==> src/rtl/core/tsc_pkg.sv <==
// ----------------------------------------------------------------------------
// tsc_pkg
// Types and constants shared by the TCP segment checksum block.
// ----------------------------------------------------------------------------
`default_nettype none

package tsc_pkg;

  localparam int unsigned WORD_W    = 16;
  localparam int unsigned BYTE_W    = 8;
  localparam int unsigned ADDR_W    = 3;
  localparam int unsigned PDATA_W   = 32;
  // running total of eight 16-bit words before folding
  localparam int unsigned WIDE_W    = WORD_W + 3;

  localparam logic [WORD_W-1:0] TCP_PROTOCOL = 16'd6;
  localparam logic [WORD_W-1:0] WORD_MAX     = 16'hFFFF;

  // register index, taken from paddr[2]
  localparam logic REG_SRC_IP  = 1'b0;
  localparam logic REG_DEST_IP = 1'b1;

  typedef struct packed {
    logic [BYTE_W-1:0] data_byte;
    logic              last_byte;
  } tsc_in_t;

  typedef struct packed {
    logic [WORD_W-1:0] checksum;
    logic              verify_ok;
    logic              length_overflow;
  } tsc_out_t;

  typedef struct packed {
    logic [31:0] src_ip;
    logic [31:0] dest_ip;
  } tsc_cfg_t;

endpackage

`default_nettype wire

==> src/rtl/core/tcp_segment_checksum.sv <==
// ----------------------------------------------------------------------------
// tcp_segment_checksum
// TCP checksum with IPv4 pseudo-header over a byte stream of one segment.
// The last byte's sum goes from the input register into the result register.
// Throughput: one byte per cycle; the byte path stalls only while a finished
//   result sits in the output register and the sink is stalling it.
// Reset (rst, synchronous): clears both pipeline valids, the segment state
//   and the two address registers.
// ----------------------------------------------------------------------------
`default_nettype none

module tcp_segment_checksum import tsc_pkg::*; (
  input  wire logic               clk,
  input  wire logic               rst,
  // byte stream in
  input  wire logic               byte_valid,
  output logic                    byte_stall,
  input  wire tsc_in_t            byte_data,
  // checksum result out
  output logic                    sum_valid,
  input  wire logic               sum_stall,
  output tsc_out_t                sum_data,
  // APB configuration
  input  wire logic               psel,
  input  wire logic               penable,
  input  wire logic               pwrite,
  input  wire logic [ADDR_W-1:0]  paddr,
  input  wire logic [PDATA_W-1:0] pwdata,
  output logic      [PDATA_W-1:0] prdata,
  output logic                    pready
);

  tsc_cfg_t cfg;
  tsc_out_t core_result;

  // input register stage
  logic    s1_valid;
  tsc_in_t s1_item;

  logic    byte_accept;
  logic    out_free;
  logic    s1_move;
  logic    out_load;

  tsc_cfg_regs u_cfg (
    .clk     (clk),
    .rst     (rst),
    .psel    (psel),
    .penable (penable),
    .pwrite  (pwrite),
    .paddr   (paddr),
    .pwdata  (pwdata),
    .prdata  (prdata),
    .pready  (pready),
    .cfg     (cfg)
  );

  // Output slot is free when empty or being drained this cycle.
  assign out_free    = !sum_valid || !sum_stall;
  // A non-last byte only updates state, so it never waits on the output.
  assign s1_move     = s1_valid && (!s1_item.last_byte || out_free);
  assign out_load    = s1_move && s1_item.last_byte;
  assign byte_stall  = s1_valid && !s1_move;
  assign byte_accept = byte_valid && !byte_stall;

  always_ff @(posedge clk) begin
    if (rst) begin
      s1_valid <= 1'b0;
    end else if (byte_accept) begin
      s1_valid <= 1'b1;
    end else if (s1_move) begin
      s1_valid <= 1'b0;
    end
  end

  always_ff @(posedge clk) begin
    if (byte_accept) begin
      s1_item <= byte_data;
    end
  end

  // State updates and closing sum happen between the two registers.
  tsc_sum_core u_core (
    .clk    (clk),
    .rst    (rst),
    .step   (s1_move),
    .item   (s1_item),
    .cfg    (cfg),
    .result (core_result)
  );

  // result register
  always_ff @(posedge clk) begin
    if (rst) begin
      sum_valid <= 1'b0;
    end else if (out_load) begin
      sum_valid <= 1'b1;
    end else if (!sum_stall) begin
      sum_valid <= 1'b0;
    end
  end

  always_ff @(posedge clk) begin
    if (out_load) begin
      sum_data <= core_result;
    end
  end

endmodule

`default_nettype wire

==> src/rtl/core/tsc_cfg_regs.sv <==
// ----------------------------------------------------------------------------
// tsc_cfg_regs
// APB register file holding the pseudo-header IPv4 addresses.
// ----------------------------------------------------------------------------
`default_nettype none

module tsc_cfg_regs import tsc_pkg::*; (
  input  wire logic               clk,
  input  wire logic               rst,
  input  wire logic               psel,
  input  wire logic               penable,
  input  wire logic               pwrite,
  input  wire logic [ADDR_W-1:0]  paddr,
  input  wire logic [PDATA_W-1:0] pwdata,
  output logic      [PDATA_W-1:0] prdata,
  output logic                    pready,
  output tsc_cfg_t                cfg
);

  logic [31:0] src_ip;
  logic [31:0] dest_ip;
  logic        wr_en;

  assign pready = 1'b1;
  assign wr_en  = psel && penable && pwrite;

  always_ff @(posedge clk) begin
    if (rst) begin
      src_ip  <= '0;
      dest_ip <= '0;
    end else if (wr_en) begin
      unique case (paddr[2])
        REG_SRC_IP:  src_ip  <= pwdata;
        REG_DEST_IP: dest_ip <= pwdata;
        default:     ;
      endcase
    end
  end

  always_comb begin
    unique case (paddr[2])
      REG_SRC_IP:  prdata = src_ip;
      REG_DEST_IP: prdata = dest_ip;
      default:     prdata = '0;
    endcase
  end

  assign cfg = '{src_ip: src_ip, dest_ip: dest_ip};

endmodule

`default_nettype wire

==> src/rtl/core/tsc_sum_core.sv <==
// ----------------------------------------------------------------------------
// tsc_sum_core
// Per-segment state: byte pairing, one's-complement accumulate, byte count,
// and the closing pseudo-header sum for the final byte.
// ----------------------------------------------------------------------------
`default_nettype none

module tsc_sum_core import tsc_pkg::*; (
  input  wire logic     clk,
  input  wire logic     rst,
  input  wire logic     step,
  input  wire tsc_in_t  item,
  input  wire tsc_cfg_t cfg,
  output tsc_out_t      result
);

  logic [WORD_W-1:0] running_sum;
  logic [BYTE_W-1:0] held_high_byte;
  logic              odd_phase;
  logic [WORD_W-1:0] byte_count;
  logic              count_saturated;

  logic [WORD_W-1:0] byte_count_next;
  logic              count_saturated_next;
  logic              add_en;
  logic [WORD_W-1:0] word;
  logic [WORD_W:0]   pair_sum;
  logic [WORD_W-1:0] running_sum_next;
  logic [WIDE_W-1:0] total;
  logic [WORD_W:0]   fold1;
  logic [WORD_W-1:0] fold2;

  always_comb begin
    count_saturated_next = count_saturated || (byte_count == WORD_MAX);
    byte_count_next      = (byte_count == WORD_MAX) ? byte_count : byte_count + 1'b1;

    if (odd_phase) begin
      add_en = 1'b1;
      word   = {held_high_byte, item.data_byte};
    end else if (item.last_byte) begin
      add_en = 1'b1;
      word   = {item.data_byte, {BYTE_W{1'b0}}};
    end else begin
      add_en = 1'b0;
      word   = '0;
    end

    // end-around carry add for the running word sum
    pair_sum         = {1'b0, running_sum} + {1'b0, word};
    running_sum_next = pair_sum[WORD_W-1:0] + {{(WORD_W-1){1'b0}}, pair_sum[WORD_W]};

    // closing sum: wide add of all terms, then two folds
    total = {3'b000, running_sum}
          + {3'b000, word}
          + {3'b000, cfg.src_ip[31:16]}
          + {3'b000, cfg.src_ip[15:0]}
          + {3'b000, cfg.dest_ip[31:16]}
          + {3'b000, cfg.dest_ip[15:0]}
          + {3'b000, TCP_PROTOCOL}
          + {3'b000, byte_count_next};
    fold1 = {1'b0, total[WORD_W-1:0]} + {{(WORD_W-2){1'b0}}, total[WIDE_W-1:WORD_W]};
    fold2 = fold1[WORD_W-1:0] + {{(WORD_W-1){1'b0}}, fold1[WORD_W]};

    result.checksum        = ~fold2;
    result.verify_ok       = (fold2 == WORD_MAX);
    result.length_overflow = count_saturated_next;
  end

  always_ff @(posedge clk) begin
    if (rst) begin
      running_sum     <= '0;
      held_high_byte  <= '0;
      odd_phase       <= 1'b0;
      byte_count      <= '0;
      count_saturated <= 1'b0;
    end else if (step) begin
      if (item.last_byte) begin
        running_sum     <= '0;
        held_high_byte  <= '0;
        odd_phase       <= 1'b0;
        byte_count      <= '0;
        count_saturated <= 1'b0;
      end else begin
        byte_count      <= byte_count_next;
        count_saturated <= count_saturated_next;
        if (add_en) begin
          running_sum    <= running_sum_next;
          held_high_byte <= '0;
          odd_phase      <= 1'b0;
        end else begin
          held_high_byte <= item.data_byte;
          odd_phase      <= 1'b1;
        end
      end
    end
  end

endmodule

`default_nettype wire

==> config.mk <==
export PLATFORM = sky130hd
export DESIGN_NAME = tcp_segment_checksum
export DESIGN_NICKNAME = d
export VERILOG_FILES = /design/src/rtl/core/tsc_pkg.sv /design/src/rtl/core/tcp_segment_checksum.sv /design/src/rtl/core/tsc_cfg_regs.sv /design/src/rtl/core/tsc_sum_core.sv
export SDC_FILE = /design/constraint.sdc
export NUM_CORES = 1
export LEC_CHECK = 0
export ABC_CLOCK_PERIOD_IN_PS = 12500
export BUFFER_PORTS_ARGS = -buffer_cell sky130_fd_sc_hd__buf_2
export CAP_MARGIN = 15
export CORE_MARGIN = 2
export CORE_UTILIZATION = 45
export CTS_CLUSTER_SIZE = 10
export DETAILED_ROUTE_END_ITERATION = 7
export REMOVE_ABC_BUFFERS = 1
export SETUP_SLACK_MARGIN = 0.05
export SLEW_MARGIN = 20
export SYNTH_ARGS = -nofsm -noshare
export SYNTH_HDL_FRONTEND = slang
export SYNTH_SLANG_ARGS = --single-unit
==> constraint.sdc <==
create_clock -name clk -period 12.5 [get_ports clk]
set_clock_uncertainty 0.05 [all_clocks]
set_input_delay 1.875 -clock clk [delete_from_list [all_inputs] [get_ports clk]]
set_output_delay 1.875 -clock clk [all_outputs]
set_load 0.02 [all_outputs]
; Word-level counts from Yosys, hierarchy flattened
; Index checks and enable logic that the tools add are counted.
[word_totals]
latch_bits = 0
rom_bits = 0
word_cells = 68
in_bits = 51
mem_count = 0
ramBits = 0
output_inout_bits = 53
reg_bits = 135
[op_classes]
n_lt_le_gt_ge = 0
n_reduce_logical = 19
multipliers = 0
div = 0
muxes = 18
eq_ne = 3
add_sub_neg = 12
bitwise = 2
n_shift = 0
[ops]
columns = cell, count
row1 = $mux 16, 6
row2 = $add 19x16->19, 5
row3 = $pmux 32 s2, 1
row4 = $add 16x16->17, 2
row5 = $add 16x1->16, 2
row6 = $eq 16x16->1 const B, 2
row7 = $add 19x3->19 const B, 1
row8 = $add 16x3->17, 1
row9 = $add 16x1->16 const B, 1
row10 = $mux 8, 2
row11 = $not 16->16, 1
row12 = $mux 1, 9
row13 = $logic_and 1x1->1, 6
row14 = $reduce_and 2->1, 3
row15 = $logic_not 1->1, 5
row16 = $reduce_bool 2->1, 2
row17 = $logic_or 1x1->1, 3
row18 = $ne 2x1->1 const B, 1
row19 = $not 1->1, 1

; Longest topological paths before layout
; Gate-level depths: netlist of run 1.
[depth]
depth_word = 12
mapped_depth = 46
mapped_depth_nobuf = 44

; Modules after synthesis
; Synthesis of run 1 repeated with hierarchy kept, for this count alone.
[unflattened]
hier_cells = 1208
area_unflattened_um2 = 11019.3
[modules_own_cells]
columns = mod, cells_each, area_each_um2, seq_area_each_um2, instances
row1 = tsc_sum_core, 885, 7039.3, 840.8, 1
row2 = tsc_cfg_regs, 283, 3076.7, 1281.2, 1
row3 = tcp_segment_checksum, 40, 903.4, 850.8, 1

; Worst setup path before layout of run 1
; Ideal clock, no wire load.
[synth_path]
kind = register -> register
from = register u_core.odd_phase
to = register sum_data[1] in the netlist's numbering (data pin)
t_arrival_ns = 9.349
setup_time_ns = 0.170
path_stages_with_launch = 46
required_ns = 12.280
path_slack_ns = 2.931
period_less_slack_ns = 9.569
n_path_buf = 2
path_cell_list = dfxtp_1 clkbuf_1 clkbuf_1 and2_1 ha_1 inv_1 fa_1 nor2b_1 o21a_1 o21bai_1 a31oi_1 o21a_1 or2_2 inv_1 fa_1 inv_1 fa_1 inv_1 [10 not listed] nor2_1 xnor2_1 ha_1 inv_1 fa_1 nor2b_1 o21ai_0 nand2b_1 nor4_1 and3_1 ha_1 ha_1 nand2_1 nor4_1 nand2_1 a2111oi_4 xnor2_1 nor4_2
[synth_lines]
columns = item, line
row1 = start: declaration, tsc_sum_core.sv:19  ; logic odd_phase;
row2 = start signal: assignment, tsc_sum_core.sv:73  ; odd_phase <= 1'b0;
row3 = start signal: assignment, tsc_sum_core.sv:80  ; odd_phase <= 1'b0;
row4 = start signal: assignment, tsc_sum_core.sv:89  ; odd_phase <= 1'b0;
row5 = end signal: assignment, tcp_segment_checksum.sv:105  ; sum_data <= core_result;
row6 = end: declaration, tcp_segment_checksum.sv:22  ; output tsc_out_t sum_data,

==> results of run 1 <==
-- area by class of cell --
cell class	count	area (sq um)	area share, %
Timing Repair Buffer	112	593.1	5.179
Multi-Input combinational cell	870	6531	57.04
Sequential cell	135	2973	25.96
Clock inverter	14	110.1	0.9615
Clock buffer	18	450.4	3.934
Inverter	118	442.9	3.868
Tap cell	280	350.3	3.059
-- per-layer routing --
metal / track usage, % / vias up / share of wire [%]
li1: - / 4196 / -
met1: 30.04 / 3972 / 48
met2: 34.27 / 204 / 45
met3: 3.918 / 31 / 5.2
met4: 6.542 / 0 / 1.7
met5: 0 / - / 0
-- cells in the final DEF, fill, tap and decap left out, types with 6 or more instances in the layout --
cell | synthesis | final
a21o_1 | 10 | 10
nor2_1 | 75 | 73
a22oi_1 | 25 | 25
nand2b_1 | 11 | 11
inv_1 | 118 | 118
nor3_1 | 19 | 19
o21ai_0 | 26 | 25
nand3_1 | 32 | 32
a211o_1 | 9 | 9
or3_1 | 13 | 13
xnor2_1 | 40 | 40
clkbuf_16 | 0 | 18
nand2_1 | 175 | 175
nor4_1 | 11 | 11
edfxtp_1 | 27 | 27
nor2b_1 | 8 | 8
and3_1 | 11 | 11
buf_4 | 1 | 13
dfxtp_1 | 108 | 108
ha_1 | 61 | 61
a21oi_1 | 98 | 98
fa_1 | 65 | 65
and2_1 | 12 | 12
mux2_2 | 28 | 28
nand4_1 | 11 | 11
o21a_1 | 10 | 10
xor2_1 | 26 | 26
buf_2 | 0 | 99
inv_6 | 0 | 6
-- logic make-up (layout without fill, tap and decap cells) --
family	after synthesis	after routing	synth area share, %
AOI/OAI and AO/OA	242	242	16.12
buffers and inverters	165	262	6.156
and+or+nand+nor	407	407	19.10
DFF	135	135	29.37
muxes	28	28	3.115
adders and majority gates	126	126	20.40
other	1	1	0.03705
xor gates and xnor gates	66	66	5.711
-- sequential cells by signal (all words and copies together), names as in the netlist --
register / flops
u_core.running_sum: 16
s1_valid: 1
sum_valid: 1
s1_item: 9
u_core.count_saturated: 1
u_core.held_high_byte: 8
u_core.byte_count: 16
sum_data: 18
u_core.odd_phase: 1
u_cfg.dest_ip: 32
u_cfg.src_ip: 32
-- worst paths after layout --
path	slack, ps	cells after the start	startpoint	endpoint
max	1650	39	u_core.odd_phase	sum_data[1]
min	410	2	u_cfg.src_ip[17]	u_cfg.src_ip[17]
max reg2reg	1650	39	u_core.odd_phase	sum_data[1]
min reg2reg	410	2	u_cfg.src_ip[17]	u_cfg.src_ip[17]
-- worst max-delay path: cells and delay by family (launching register included) --
kind	cells	cell delay [ps]
adders and majority gates	10	3460
and+or+nand+nor	12	3090
buffers and inverters	4	470
xor gates and xnor gates	3	840
AOI/OAI and AO/OA	10	2330
DFF	1	440
-- power by group --
part / internal [mW] / leakage [nW] / switching (mW)
logic: 0.0929 / 3.52 / 0.153
registers: 0.459 / 1.12 / 0.00741
clock network: 0.270 / 0.280 / 0.217
==> results by group, run 1 <==
Floorplanning
  • Starting density of the core: 46.10%
  • Die ar.: 23710 sq um
  • IO Pins: 104
  • Die Y: 154.0 microns
  • Width of the chip: 154.0 microns
  • Core ar.: 21960 sq um
  • # rows: 54

Placement
  • IO buf count: 100
  • Pre-CTS setup slack: 1641 ps
  • Placed instance area: 10890 sq um
  • Dpl hpwl: 18.74 mm
  • # placed instances: 1515
  • Routability cong.: 0.8555

Finish
  • Final nets: 1431
  • Post-Layout Cell Count: 1547
  • Final Util: 52.15%
  • Area growth, synth to finish: 13.13%
  • Antenna cell count: 0
  • # fillers: 2103
  • Final instance area: 11450 sq um
  • Share of layout cells above drive strength 1: 15.55%

Detailed routing
  • Post-route ant nets: 0
  • Drt pass-1 iters: 5
  • Total Wirelength: 25.01 mm
  • Via Count: 8403
  • DRC viols: 0
  • Average wire per standard cell: 16.17 microns
  • DRT iter0 DRCs: 409
  • DR vias/cell: 5.432

Logic synthesis
  • Synth unique cells: 75
  • Most used flip-flop cell after synthesis: dfxtp_1
  • Post-synth EDFFs: 27
  • Synthesis-stage register bit count: 135
  • Area leader, netlist: dfxtp_1
  • Area share of the largest cell type after synthesis: 21.36%
  • Commonest cells in the netlist: 175 x nand2_1, 118 x inv_1, 108 x dfxtp_1
  • Ys async rst share: 0%
  • Synth Instances: 1170
  • Top area cells in the synthesized netlist: dfxtp_1 21%, fa_1 13%, edfxtp_1 8.0%
  • Mapped Area: 10120 sq um
  • Syn_area_per_cell: 8.651 sq um
  • Register area share after synthesis: 29.37%
  • Yosys warns: 0
  • Cell with the most instances after synthesis: nand2_1

Timing
  • Slew @ Worst Pin: 901.9 ps
  • Worst slew margin: 39.87%
  • Tcrit/Tclk final: 86.83%
  • Finish-stage setup viols: 0
  • Fmax: 92.13 MHz
  • Final-report hold violation count: 0
  • Fin Hold WS: 405.8 ps
  • Slew Viols, Final: 0
  • Final worst slack: 1646 ps
  • Setup tns final: 0 ps
  • Min Clock Period, post-route: 10850 ps
  • RSZ-0062 raised after global routing: false

Min path
  • Hold Path Class: reg2reg

Critical path
  • Crit start category: flop
  • Worst Path Max Fanout: 19
  • Critical path arrival: 11060 ps
  • Slowest cell on crit path: nor4_1
  • Req. time, crit path: 12710 ps
  • WS Path Type: reg2reg
  • Crit end category: flop
  • Worst path max stage delay: 610 ps

Run status
  • Run status: complete, no violations

CTS
  • CTS root buf: clkbuf_16
  • Clk_lat worst skew: 430 ps
  • H-tree depth: 4
  • CTS buffer count: 17
  • CTS tree: built
  • CTS max path bufs: 2
  • Post-CTS Setup Bufs: 0
  • Clock slew at reported path FFs: 70 ps
  • Clk sinks: 135
  • # hold bufs at CTS: 0
  • Post-CTS resize count: 0

GRT
  • Vias in the first global route: 8129
  • Largest net degree at the start of global routing: 59
  • GRT Total Usage: 21.58%
  • Global-route wire length before repair: 41.17 mm
  • Initial antenna violation count: 0
  • GR Overflow Total: 0

Job
  • Max_cap viols: 0

Pwr
  • Total power: 1.199 mW
  • VDD IR max: 0.00006776 V
  • Leak pwr: 4.927 nW
  • Power density cells: 104.7 nW/um^2
No activity file was read; power rests on OpenSTA's default activity.
==> run 2: changes to the inputs <==
ABC_CLOCK_PERIOD_IN_PS = unset   (was 12500)
BUFFER_PORTS_ARGS = unset   (was -buffer_cell sky130_fd_sc_hd__buf_2)
DONT_BUFFER_PORTS = 1   (was unset)
==> run 2 against run 1 <==
  * Cell count down 6.7%
  * Maximum frequency down 2.4%
  * Total power down 0.23%
  * Hold slack worse by 7.4 ps
  * Via count down 4.9%
  * Sequential share of layout area up 1.2 points
  * Register-to-register slack worse by 270 ps
  * Clock-buffer cell count up 3
  * Global-route usage down 0.55 points
  * Clock power up 4%
  * First-iteration DRC count up 16%
  * Wire length down 1.7%
  * Critical endpoint unchanged
==> results by group, run 2 (synthesis results as in run 1) <==
Finish
  • Largest regs: u_cfg.dest_ip x32, u_cfg.src_ip x32, sum_data x18
  • Area growth, synth to finish: 8.196%
  • # fillers: 2090 (-0.62%)
  • Antenna cell count: 0 (unchanged)
  • Final nets: 1328 (-7.2%)
  • Most common cell after layout, fill and taps aside: nand2_1
  • Most frequent cells in the layout: 175 x nand2_1, 118 x inv_1, 108 x dfxtp_1
  • Share of layout cells above drive strength 1: 7.990% (-7.6 points)

Pwr
  • P_sw: 359.1 uW (-4.7%)
  • Seq pwr share: 39.4% (+0.5 points)
  • Pint: 837.2 uW (+1.8%)
  • Comb power frac: 18.3% (-2.2 points)
  • Total power: 1.196 mW (-0.23%)
  • Net Sw Frac: 30.02% (-1.4 points)
  • Clock network fraction of total power: 42.3% (+1.7 points)
  • Power density cells: 109.2 nW/um^2 (+4.3%)
  • VDD IR max: 0.00006485 V (-4.3%)
  • Leak pwr: 4.471 nW (-9.3%)

Placement
  • Dpl hpwl: 18.27 mm (-2.5%)
  • IO buf count: 0 (-100%)
  • Routability cong.: 0.8839 (+3.3%)

GRT
  • Global-route wire length before repair: 39.96 mm (-2.9%)
  • Initial antenna violation count: 0 (unchanged)
  • Vias in the first global route: 7636 (-6.1%)
  • Largest net degree at the start of global routing: 107 (+81%)
  • GR Overflow Total: 0 (unchanged)
  • GRT Total Usage: 21.04% (-0.55 points)

CTS
  • CTS root buf: clkbuf_16
  • CTS max path bufs: 2 (unchanged)
  • CTS buffer count: 17 (unchanged)
  • Clk_lat worst skew: 430 ps (about the same)
  • Post-CTS resize count: 0 (unchanged)
  • H-tree depth: 4 (unchanged)
  • Post-CTS Setup Bufs: 0 (unchanged)
  • Clk sinks: 135 (unchanged)
  • # hold bufs at CTS: 0 (unchanged)
  • CTS tree: built
  • Clock slew at reported path FFs: 60 ps (about the same)

Timing
  • Setup tns final: 0 ps (unchanged)
  • RSZ-0062 raised after global routing: false
  • Min Clock Period, post-route: 11120 ps (+267.0 ps)
  • Finish-stage setup viols: 0 (unchanged)
  • Slew Viols, Final: 0 (unchanged)
  • Worst slew margin: 43.89% (+4.0 points)
  • Slew @ Worst Pin: 835.2 ps (-66.63 ps)
  • Final-report hold violation count: 0 (unchanged)
  • Tcrit/Tclk final: 88.97% (+2.1 points)
  • Fmax: 89.92 MHz (-2.4%)

Critical path
  • WS Path Type: reg2reg
  • Req. time, crit path: 12700 ps (about the same)
  • Crit start category: flop
  • Critical path arrival: 11320 ps (+260 ps)
  • Path depth of the worst reg2reg path: 36 (-7.7%)
  • Worst path max stage delay: 810 ps (+200 ps)
  • Worst Path Max Fanout: 27 (+8)
  • Crit end category: flop
  • Cell mode on critical path: ha_1
  • Slowest cell on crit path: dfxtp_1

Min path
  • Hold path depth: 2 (unchanged)
  • Hold Path Class: reg2reg

Detailed routing
  • DR vias/cell: 5.536 (+1.9%)
  • DRC viols: 0 (unchanged)
  • Total Wirelength: 24.58 mm (-1.7%)
  • Post-route ant nets: 0 (unchanged)
  • Via Count: 7994 (-4.9%)
  • DRT iter0 DRCs: 473 (+16%)
  • Drt pass-1 iters: 4 (-1)
  • Average wire per standard cell: 17.02 microns (+5.3%)

Floorplanning
  • Core ar.: 21960 sq um (unchanged)
  • Starting density of the core: 46.10% (unchanged)
  • Die ar.: 23710 sq um (unchanged)
  • # rows: 54 (unchanged)
  • IO Pins: 104 (unchanged)
  • Die Y: 154.0 microns (unchanged)
  • Width of the chip: 154.0 microns (unchanged)

Job
  • Max_cap viols: 0 (unchanged)

Run status
  • Run status: complete, no violations
-- run 2: final cells by class --
type                       instances  area, sq um  share of cell area (%)
clock buffer                      21        471.7                   4.307
inverter                         118        442.9                   4.044
multi-input combinational        870         6539                   59.70
tap                              280        350.3                   3.199
sequential                       135         2973                   27.14
timing repair buffer               9        67.56                  0.6169
clock inverter                    11        107.6                  0.9825
-- run 2: metrics by stage --
step	hold slack, ps	cells	util (%)	area (sq um)	setup WS [ps]
after floorplan	380.1	1123	-	9942	2997
final	398.3	1444	49.87	10950	1379
after detailed placement	392.8	1412	47.21	10370	1456
after global placement	388.4	1412	47.21	10370	1597
after global routing	422.0	1444	49.87	10950	469.9
after CTS	400.5	1444	49.85	10950	1391
-- run 2: final timing paths --
path,startpoint,to,slack [ps]
setup reg to reg,u_core.odd_phase,sum_data[1],1380
setup / recovery,u_core.odd_phase,sum_data[1],1380
hold / removal,u_cfg.src_ip[17],u_cfg.src_ip[17],400
hold reg to reg,u_cfg.src_ip[17],u_cfg.src_ip[17],400
-- run 2: critical path, delay by kind of cell (launching register included) --
family | cells | cell delay, ps
compound gates | 9 | 2240
xor+xnor | 3 | 840
fa+ha+maj | 9 | 3300
buf+inv | 2 | 170
flops | 1 | 810
simple gates | 13 | 3520
-- run 2: power groups by stage --
stage,logic [mW],registers [mW],clock network (mW)
global route,0.246,0.473,0.533
global placement,0.216,0.481,0
CTS,0.220,0.472,0.515
detailed placement,0.217,0.481,0
finish,0.219,0.472,0.505
floorplan,0.164,0.479,0
-- run 2: routing by layer --
metal | global-route usage (%) | up-vias | wire (microns)
met5 | 0 | - | 0
met4 | 4.984 | 0 | 267
met3 | 4.679 | 23 | 1448
met2 | 32.88 | 197 | 10970
met1 | 29.72 | 3793 | 11890
li1 | - | 3981 | -
